**config.mk**
```make
export PLATFORM = sky130hd
export DESIGN_NAME = amou_ctrl
export DESIGN_NICKNAME = d
export VERILOG_FILES = /design/src/rtl/amou_pkg.sv /design/src/rtl/amou_ctrl.sv
export SDC_FILE = /design/constraint.sdc
export NUM_CORES = 1
export LEC_CHECK = 0
export BUFFER_PORTS_ARGS = -buffer_cell sky130_fd_sc_hd__clkbuf_2
export CAP_MARGIN = 20
export CORE_AREA = 8 8 45 47
export CTS_CLUSTER_SIZE = 16
export DETAILED_ROUTE_END_ITERATION = 10
export DIE_AREA = 0 0 53 55
export PLACE_DENSITY_LB_ADDON = 0.15
export SYNTH_ARGS = -nofsm -noshare
export SYNTH_HDL_FRONTEND = slang
export SYNTH_SLANG_ARGS = --single-unit
```
**constraint.sdc**
```tcl
create_clock -name clk -period 2.1 [get_ports clk]
set_input_delay 0.21 -clock clk [delete_from_list [all_inputs] [get_ports clk]]
set_output_delay 0.21 -clock clk [all_outputs]
set_load 0.01 [all_outputs]
```
**src/rtl/amou_pkg.sv**
```systemverilog
package amou_pkg;

	localparam int unsigned DATA_W          = 64;
	localparam int unsigned ADDR_W          = 13;
	// word address bits: byte address without the byte-in-word offset
	localparam int unsigned WA_W            = ADDR_W - 3;
	localparam int unsigned PAIR_BYTES      = 16;
	localparam int unsigned STORE_WORDS_DEF = 1024;

	typedef enum logic [3:0] {
		OP_CAS      = 4'd0,
		OP_CAS_PAIR = 4'd1,
		OP_ADD      = 4'd2,
		OP_SUB      = 4'd3,
		OP_AND      = 4'd4,
		OP_OR       = 4'd5,
		OP_XOR      = 4'd6,
		OP_SWAP     = 4'd7,
		OP_FADD     = 4'd8,
		OP_FSUB     = 4'd9,
		OP_FAND     = 4'd10,
		OP_FOR      = 4'd11,
		OP_FXOR     = 4'd12,
		OP_FNEG     = 4'd13
	} opcode_t;

	typedef enum logic [1:0] {
		SZ_1B = 2'd0,
		SZ_2B = 2'd1,
		SZ_4B = 2'd2,
		SZ_8B = 2'd3
	} size_t;

	typedef enum logic [2:0] {
		ST_CLEAR,
		ST_IDLE,
		ST_READ,
		ST_READ_HI,
		ST_EXEC,
		ST_WRITE_HI
	} state_t;

	// controller -> datapath
	typedef struct packed {
		logic clr_wr;   // clearing pass: zero one word
		logic in_load;  // capture request
		logic rd_lo;    // read low (or only) word
		logic rd_hi;    // read high word of a 128-bit pair
		logic cap_lo;   // hold low word while high word is read
		logic wr_lo;    // write back low word
		logic wr_hi;    // write back high word of a pair
		logic out_load; // load response register
	} cmd_t;

	// datapath -> controller
	typedef struct packed {
		logic clr_last;
		logic bad;
		logic pair;
	} sts_t;

endpackage

```
**src/rtl/amou_ctrl.sv**
```systemverilog
module amou_ctrl
	import amou_pkg::*;
(
	input  logic clk,
	input  logic arst_n,
	input  logic req_valid,
	output logic req_ready,
	input  logic rsp_ready,
	output logic rsp_valid,
	input  sts_t sts,
	output cmd_t cmd
);

	state_t state_q, state_d;
	logic   rsp_valid_q;
	logic   out_free;

	assign out_free  = !rsp_valid_q || rsp_ready;
	assign rsp_valid = rsp_valid_q;

	always_ff @(posedge clk or negedge arst_n) begin
		if (!arst_n) begin
			state_q     <= ST_CLEAR;
			rsp_valid_q <= 1'b0;
		end else begin
			state_q <= state_d;
			if (cmd.out_load) begin
				rsp_valid_q <= 1'b1;
			end else if (rsp_ready) begin
				rsp_valid_q <= 1'b0;
			end
		end
	end

	always_comb begin
		state_d   = state_q;
		cmd       = '0;
		req_ready = 1'b0;
		case (state_q)
			ST_CLEAR: begin
				cmd.clr_wr = 1'b1;
				if (sts.clr_last) begin
					state_d = ST_IDLE;
				end
			end
			ST_IDLE: begin
				req_ready = 1'b1;
				if (req_valid) begin
					cmd.in_load = 1'b1;
					state_d     = ST_READ;
				end
			end
			ST_READ: begin
				// refused requests skip the memory
				if (sts.bad) begin
					state_d = ST_EXEC;
				end else begin
					cmd.rd_lo = 1'b1;
					state_d   = sts.pair ? ST_READ_HI : ST_EXEC;
				end
			end
			ST_READ_HI: begin
				cmd.rd_hi  = 1'b1;
				cmd.cap_lo = 1'b1;
				state_d    = ST_EXEC;
			end
			ST_EXEC: begin
				if (out_free) begin
					cmd.out_load = 1'b1;
					cmd.wr_lo    = !sts.bad;
					state_d      = sts.pair ? ST_WRITE_HI : ST_IDLE;
				end
			end
			ST_WRITE_HI: begin
				cmd.wr_hi = 1'b1;
				state_d   = ST_IDLE;
			end
			default: begin
				state_d = ST_IDLE;
			end
		endcase
	end

endmodule

```
==> impl_metrics.py, run 1 <==
metrics = {
    "status": {
        "outcome": "complete, no violations",
    },
    "power": {
        "leakagePower_nw": 0.214,
        "ir_drop_mv": 0.416,
        "p_sw_frac": 0.438,
        "seqPwrFrac": 0.324,
        "share_comb_of_total_power": 0.513,
        "finalPower_uw": 570,
        "p_clk_frac": 0.162,
        "intPower_uw": 320,
        "power_density_mw_per_mm2": 1400,
        "p_sw_uw": 250,
    },
    "placement": {
        "place_congestion": 0.705,
        "placed_area_um2": 374,
        "dp_hpwl_um": 665,
        "port_buffers": 16,
        "dp_cells": 64,
    },
    "sta": {
        "fin_skew_ps": 2.87,
        "hold_violations": 0,
        "finalSetupViolCount": 0,
        "worst_pin_slew_ps": 309,
        "tns_ps": 0,
        "max_freq_mhz": 605,
        "finalCritPeriodShare": 0.787,
        "final-max-slew-violation-count": 0,
        "max_slew_margin": 0.794,
        "finalCriticalPeriod_ps": 1650,
        "hold_ws_ps": 240,
        "rsz0062_at_grt": "false",
    },
    "logic_synthesis": {
        "synthDistinctLibCells": 21,
        "syn_area_um2": 308,
        "syn-num-nets": 43,
        "netlist_instances": 36,
        "ys_warn_count": 0,
        "ys_seq_area_frac": 0.325,
        "avgSynthCellArea_um2": 8.55,
        "ys_seq_elements": 4,
    },
    "worst_setup_path": {
        "arrival_ps": 1440,
        "crit_path_end_kind": "output port",
        "path_max_fanout": 10,
        "worstPathRequired_ps": 1890,
        "cp-start-kind": "flop",
        "path_class": "reg -> out",
    },
    "routing": {
        "drt-wirelength-per-cell_um": 11.3,
        "route.detailed.drc": 0,
        "avgViaCountPerCell": 4.51,
        "routed_wl_um": 771,
        "drtIter0Drc": 8,
        "ant_nets": 0,
        "vias": 307,
        "drt_pass1_iterations": 4,
    },
    "global_route": {
        "grt_first_pass_wirelength_um": 1350,
        "track_usage": 0.0640,
        "grt_overflow": 0,
        "grt_max_degree": 11,
        "antenna_found_initial": 0,
        "grt_pass1_vias": 324,
    },
    "floorplan": {
        "dieArea_mm2": 0.00292,
        "die_w_um": 53,
        "core_area_mm2": 0.00138,
        "start_util": 0.222,
        "num_io_pins": 17,
        "num_rows": 14,
        "die-height_um": 55,
    },
    "cells_and_area": {
        "num_antenna_cells": 0,
        "nNetsFinal": 61,
        "final_area_um2": 407,
        "drive_gt1_frac": 0.462,
        "finalNonFillerCells": 68,
        "synthToLayoutAreaGrowth_pct": 32.1,
    },
    "clock_network": {
        "cts_tree": "yes",
        "h-tree-depth": 1,
        "numCtsBuffers": 3,
        "clock-root-buffer": "clkbuf_4",
        "cts_sinks": 4,
        "insertion_delay_ps": 230,
        "cts_buffer_depth": 2,
        "clk_pin_slew_ps": 40,
        "post_cts_buffers": 0,
    },
    "flow_run": {
        "cap_violations": 0,
    },
    "hold_path": {
        "hp-class": "in -> reg",
    },
}
==> cell families (layout without fill, tap and decap cells) <==
family,after synthesis,in the layout,share of synthesized area
compound gates,6,6,0.146
buf+inv,5,21,0.122
flops,4,4,0.325
simple gates,21,21,0.407
==> placed cells by master, fill, tap and decap left out, drive strengths merged <==
cell type / netlist / routed
a21o: 1 / 1
a31oi: 2 / 2
and3: 1 / 1
and3b: 1 / 1
clkbuf: 0 / 19
dfrtp: 4 / 4
dlygate4sd3: 0 / 1
inv: 1 / 1
nand2: 2 / 2
nand2b: 1 / 1
nand3b: 1 / 1
nor2: 8 / 8
nor2b: 1 / 1
nor3: 2 / 2
nor3b: 1 / 1
nor4: 1 / 1
o211ai: 1 / 1
o21ai: 1 / 1
o22ai: 1 / 1
or2b: 1 / 1
or3b: 1 / 1
==> per-layer routing <==
| metal | vias to the layer above | global-route usage | routed length [um] |
|---|---|---|---|
| li1 | 157 | - | - |
| met1 | 138 | 0.0793 | 398 |
| met2 | 12 | 0.0742 | 330 |
| met3 | 0 | 0.0321 | 43 |
| met4 | 0 | 0.0647 | 0 |
| met5 | - | 0 | 0 |
==> metrics by stage <==
stage	worst slack, ps	utilization
finish	447	0.294
CTS	421	0.294
floorplan	731	-
detailed placement	676	0.270
global route	367	0.294
global placement	675	0.270
==> path summary, 6_finish.rpt <==
path / startpoint / to / slack (ps) / cells after the start
worst max-delay path: state_q[1] / cmd[2] / 450 / 3
worst min-delay path: sts[2] / state_q[0] / 240 / 3
worst max register to register: state_q[1] / state_q[0] / 850 / 3
worst min register to register: state_q[2] / state_q[1] / 590 / 1
max in group asynchronous: arst_n / state_q[1] / 1660 / 2
min in group asynchronous: arst_n / rsp_valid / 320 / 2
==> final cells by class <==
cell class	count	area [um2]
inverters	1	3.75
multi-input cells	27	170
well taps	16	20.0
flip-flops and latches	4	100
clock buffers	3	22.5
fillers	159	977
repair buffers	17	90.1
==> critical path, cell delays in order, from the launching register on <==
cell,delay [ps]
dfrtp_1,470
or3b_4,460
nor3_1,130
clkbuf_2,150
==> power by group through the flow <==
stage / Combinational [mW] / Clock [mW] / Sequential, mW
2_1_floorplan: 0.291 / 0 / 0.129
3_3_place_gp: 0.309 / 0 / 0.187
3_5_place_dp: 0.298 / 0 / 0.186
4_1_cts: 0.301 / 0.0990 / 0.186
5_1_grt: 0.320 / 0.104 / 0.201
6_report: 0.293 / 0.0924 / 0.185
==> synth_stat cells <==
cell type,count,share of area
o21ai_0,1,0.016
buf_4,3,0.073
nor3b_1,1,0.024
or2b_2,1,0.028
nor4_1,1,0.020
o22ai_2,1,0.041
inv_1,1,0.012
or3b_4,1,0.037
a21o_1,1,0.024
nand2_1,2,0.024
nor2b_1,1,0.020
nand2b_4,1,0.045
buf_6,1,0.037
nor3_1,2,0.033
and3b_2,1,0.033
dfrtp_1,4,0.33
o211ai_1,1,0.024
and3_1,1,0.020
nand3b_1,1,0.024
a31oi_1,2,0.041
nor2_1,8,0.098
==> repair_timing <==
item	CTS	global route
endpoints found under the hold margin	4	0
hold buffers	1	0
resized for setup	0	0
==> registers in the layout, summed over array words and instances, names as in the netlist <==
signal     cells
state_q        3
rsp_valid      1
Power figures use the tool's default switching activity.
==> run 2, diff against run 1 <==
- clock period: 2.1 -> 1.5 ns (I/O delays scaled with it)
==> impl_metrics.py, run 2 (synthesis results as in run 1) <==
metrics = {
    "cells_and_area": {
        "drive_gt1_frac": 0.527,
        "largest_reg_flops": 3,
        "regMostFlops": "state_q",
        "n_fill_cell": 167,
        "nNetsFinal": 64,
        "synthToLayoutAreaGrowth_pct": 41.5,
        "layout_commonest_cell": "clkbuf_2",
        "most-common-layout-cells": "clkbuf_2, nor2_1, dfrtp_1",
        "num_antenna_cells": 0,
        "fin_util": 0.315,
    },
    "power": {
        "ir_drop_mv": 0.935,
        "p_sw_frac": 0.428,
        "intPower_uw": 501,
        "power_density_mw_per_mm2": 2010,
        "finalPower_uw": 876,
        "leakagePower_nw": 0.231,
        "p_clk_frac": 0.151,
        "share_comb_of_total_power": 0.639,
        "seqPwrFrac": 0.210,
        "p_sw_uw": 375,
    },
    "sta": {
        "fin_skew_ps": 2.25,
        "finalCritPeriodShare": 0.969,
        "max_slew_margin": 0.839,
        "hold_violations": 0,
        "rsz0062_at_grt": "false",
        "worst_pin_slew_ps": 241,
        "hold_ws_ps": 174,
        "final-max-slew-violation-count": 0,
        "tns_ps": 0,
        "max_freq_mhz": 688,
        "finalSetupViolCount": 0,
        "layout_setup_ws_ps": 46.6,
        "finalCriticalPeriod_ps": 1450,
    },
    "routing": {
        "routed_wl_um": 855,
        "route.detailed.drc": 0,
        "vias": 306,
        "ant_nets": 0,
        "drtIter0Drc": 6,
        "drt-wirelength-per-cell_um": 12.0,
        "avgViaCountPerCell": 4.31,
        "drt_pass1_iterations": 4,
    },
    "floorplan": {
        "start_util": 0.222,
        "num_io_pins": 17,
        "die-height_um": 55,
        "dieArea_mm2": 0.00292,
        "num_rows": 14,
        "die_w_um": 53,
        "core_area_mm2": 0.00138,
    },
    "worst_setup_path": {
        "cp-start-kind": "flop",
        "crit_start": "state_q[1]",
        "worstPathRequired_ps": 1350,
        "arrival_ps": 1300,
        "r2r-start": "state_q[1]",
        "path_max_fanout": 4,
        "crit_path_end_kind": "output port",
        "path_class": "reg -> out",
    },
    "clock_network": {
        "insertion_delay_ps": 230,
        "h-tree-depth": 1,
        "cts_sinks": 4,
        "numCtsBuffers": 3,
        "cts_buffer_depth": 2,
        "clk_pin_slew_ps": 40,
        "clock-root-buffer": "clkbuf_4",
        "cts_tree": "yes",
        "post_cts_buffers": 0,
    },
    "placement": {
        "dp_hpwl_um": 686,
        "port_buffers": 16,
        "dp_slack_ps": 272,
        "place_congestion": 0.678,
    },
    "global_route": {
        "grt_max_degree": 10,
        "grt_overflow": 0,
        "grt_first_pass_wirelength_um": 1420,
        "grt_pass1_vias": 337,
        "track_usage": 0.0696,
        "antenna_found_initial": 0,
    },
    "flow_run": {
        "cap_violations": 0,
    },
    "status": {
        "outcome": "complete, no violations",
    },
    "hold_path": {
        "hp-class": "in -> reg",
        "min-delay-start": "sts[2]",
    },
}
==> run 2: critical path: stages (launching register included) <==
cell	delay, ps
dfrtp_1	370
or3b_4	420
nor3_1	130
clkbuf_2	150
==> run 2: power by group through the flow <==
stage	logic (mW)	clock network, mW	registers (mW)
5_1_grt	0.625	0.140	0.192
2_1_floorplan	0.408	0	0.180
3_3_place_gp	0.565	0	0.188
3_5_place_dp	0.556	0	0.186
6_report	0.560	0.132	0.184
4_1_cts	0.559	0.139	0.186
==> run 2: final timing paths <==
check | end | slack [ps] | depth (start not counted)
setup / recovery | cmd[2] | 50 | 3
setup reg to reg | state_q[0] | 390 | 3
hold reg to reg | rsp_valid | 570 | 2
max in group asynchronous | state_q[1] | 1120 | 2
min in group asynchronous | state_q[0] | 260 | 2
hold / removal | state_q[0] | 170 | 3
==> run 2: final cells by class <==
type	instances	area [um2]	share of cell area
clock buffer	3	22.5	0.0517
inverter	1	3.75	0.00862
multi-input combinational	27	176	0.405
sequential	4	100	0.230
tap	16	20.0	0.0460
timing repair buffer	20	113	0.259
==> run 2: what timing repair did <==
action,in CTS,in global routing
hold buffers,1,0
endpoints found under the setup margin,0,2
gates resized for setup,0,4
endpoints found under the hold margin,4,0
==> run 2: through the flow <==
step           cell area [um2]  cells
2_1_floorplan              308     36
3_3_place_gp               397     67
3_5_place_dp               397     67
4_1_cts                    429     71
5_1_grt                    435     71
6_report                   435     71
==> run 2: per-layer routing <==
| layer | global-route usage | up-vias | part of all wire |
|---|---|---|---|
| met5 | 0 | - | 0 |
| met4 | 0.0905 | 0 | 0.040 |
| met3 | 0.0187 | 2 | 0.054 |
| met2 | 0.0957 | 14 | 0.42 |
| met1 | 0.0767 | 130 | 0.49 |
| li1 | - | 160 | - |
==> run 3, diff against run 2 <==
==> constraint.sdc (replaced) <==
create_clock -name clk -period 1.5 [get_ports clk]
set_input_delay 0.225 -clock clk [delete_from_list [all_inputs] [get_ports clk]]
set_output_delay 0.225 -clock clk [all_outputs]
set_load 0.01 [all_outputs]
==> impl_metrics.py, run 3 (synthesis results as in run 1) <==
metrics = {
    "cells_and_area": {
        "synthToLayoutAreaGrowth_pct": 46.3,
        "most-common-layout-cells": "clkbuf_2, nor2_1, buf_2, dfrtp_1",
        "n_fill_cell": 163,
        "num_antenna_cells": 0,
        "layout_commonest_cell": "clkbuf_2",
        "largest_reg_flops": 3,
        "drive_gt1_frac": 0.536,
        "regMostFlops": "state_q",
        "final_area_um2": 450,
        "nNetsFinal": 65,
    },
    "worst_setup_path": {
        "critPathSlowestCell": "or3b_4",
        "crit_buf_inv": 1,
        "crit_path_cell_trace": "or3b_4, nor3_2, buf_2",
        "crit_path_end_kind": "output port",
        "cp-start-kind": "flop",
        "worstPathRequired_ps": 1270,
        "reg2reg_depth": 4,
        "arrival_ps": 1260,
        "path_class": "reg -> out",
        "cp_top_family": "simple AND/OR/NAND/NOR gates",
        "path_max_fanout": 3,
        "cpPeakStageDelay_ps": 410,
        "cp.depth": 3,
    },
    "sta": {
        "finalCritPeriodShare": 0.989,
        "hold_ws_ps": 241,
        "final-max-slew-violation-count": 0,
        "worst_pin_slew_ps": 277,
        "fin_skew_ps": 2.62,
        "rsz0062_at_grt": "true",
        "max_slew_margin": 0.815,
        "finalCriticalPeriod_ps": 1480,
        "hold_violations": 0,
        "finalSetupViolCount": 0,
        "max_freq_mhz": 674,
    },
    "clock_network": {
        "cts_buffer_depth": 2,
        "cts_tree": "yes",
        "clock-root-buffer": "clkbuf_4",
        "numCtsBuffers": 3,
        "clk_pin_slew_ps": 40,
        "cts_sinks": 4,
        "h-tree-depth": 1,
        "insertion_delay_ps": 240,
    },
    "global_route": {
        "grt_first_pass_wirelength_um": 1420,
        "grt_overflow": 0,
        "grt_max_degree": 10,
        "antenna_found_initial": 0,
        "grt_pass1_vias": 339,
        "track_usage": 0.0696,
    },
    "placement": {
        "place_congestion": 0.678,
        "dp_hpwl_um": 686,
        "placed_area_um2": 397,
        "port_buffers": 16,
    },
    "flow_run": {
        "cap_violations": 0,
    },
    "power": {
        "power_density_mw_per_mm2": 2000,
        "ir_drop_mv": 0.945,
        "leakagePower_nw": 0.242,
    },
    "floorplan": {
        "die_w_um": 53,
        "start_util": 0.222,
        "core_area_mm2": 0.00138,
        "dieArea_mm2": 0.00292,
        "num_rows": 14,
        "die-height_um": 55,
        "num_io_pins": 17,
    },
    "routing": {
        "ant_nets": 0,
        "drt-wirelength-per-cell_um": 12.2,
        "routed_wl_um": 878,
        "avgViaCountPerCell": 4.46,
        "drtIter0Drc": 6,
        "drt_pass1_iterations": 4,
        "vias": 321,
        "route.detailed.drc": 0,
    },
    "hold_path": {
        "hold_depth": 3,
        "hp-class": "in -> reg",
    },
    "status": {
        "outcome": "complete, no violations",
    },
}
run 3: cell types whose count changed in the layout (fill, tap and decap cells not counted), sizes merged:
cell,change
clkbuf,-2
buf,+3
run 3: power by group:
group | switching, mW | internal [mW] | leakage [nW] | total, mW
Clock | 0.0463 | 0.0896 | 0.0138 | 0.136
Sequential | 0.0276 | 0.159 | 0.0511 | 0.186
Combinational | 0.309 | 0.271 | 0.177 | 0.579
Total | 0.382 | 0.519 | 0.242 | 0.902
run 3: metrics by stage:
stage          instances  total power, mW  setup WS [ps]   util  setup TNS (ps)
2_1_floorplan         36            0.588            116      -               0
3_3_place_gp          67            0.753            220  0.287               0
3_5_place_dp          67            0.743            197  0.287               0
4_1_cts               72            0.906          -4.87  0.323           -4.87
5_1_grt               72            0.978          -9.74  0.325           -23.1
6_report              72            0.902           16.3  0.325               0
run 3: final timing paths:
path / from / to / slack [ps]
max: state_q[0] / cmd[2] / 20
min: sts[2] / state_q[0] / 240
max reg2reg: state_q[0] / state_q[0] / 270
min reg2reg: state_q[2] / state_q[1] / 570
max in group asynchronous: arst_n / state_q[1] / 1050
min in group asynchronous: arst_n / state_q[0] / 330
run 3: layout make-up:
class                           count  area [um2]  area share
Multi-Input combinational cell     27         180       0.400
Tap cell                           16        20.0      0.0444
Inverter                            1        3.75     0.00833
Sequential cell                     4         100       0.222
Timing Repair Buffer               21         124       0.275
Clock buffer                        3        22.5      0.0500
run 3: layer usage:
layer,share of wire,global-route usage
met4,0.060,0.0905
met2,0.38,0.0957
met5,0,0
met3,0.067,0.0187
met1,0.49,0.0767
run 3: what timing repair did:
action | in CTS | in global routing
gates cloned | 0 | 0
setup buffers | 1 | 0
hold buffers | 1 | 0
resized for setup | 2 | 5
pin swaps | 2 | 0
setup endpoints to repair | 3 | 6
endpoints found under the hold margin | 4 | 0
run 3: worst register-to-register path: stages, from the launching register on:
cell	delay (ps)
dfrtp_1	370
or3b_4	410
buf_4	150
o22ai_2	130
a31oi_1	50
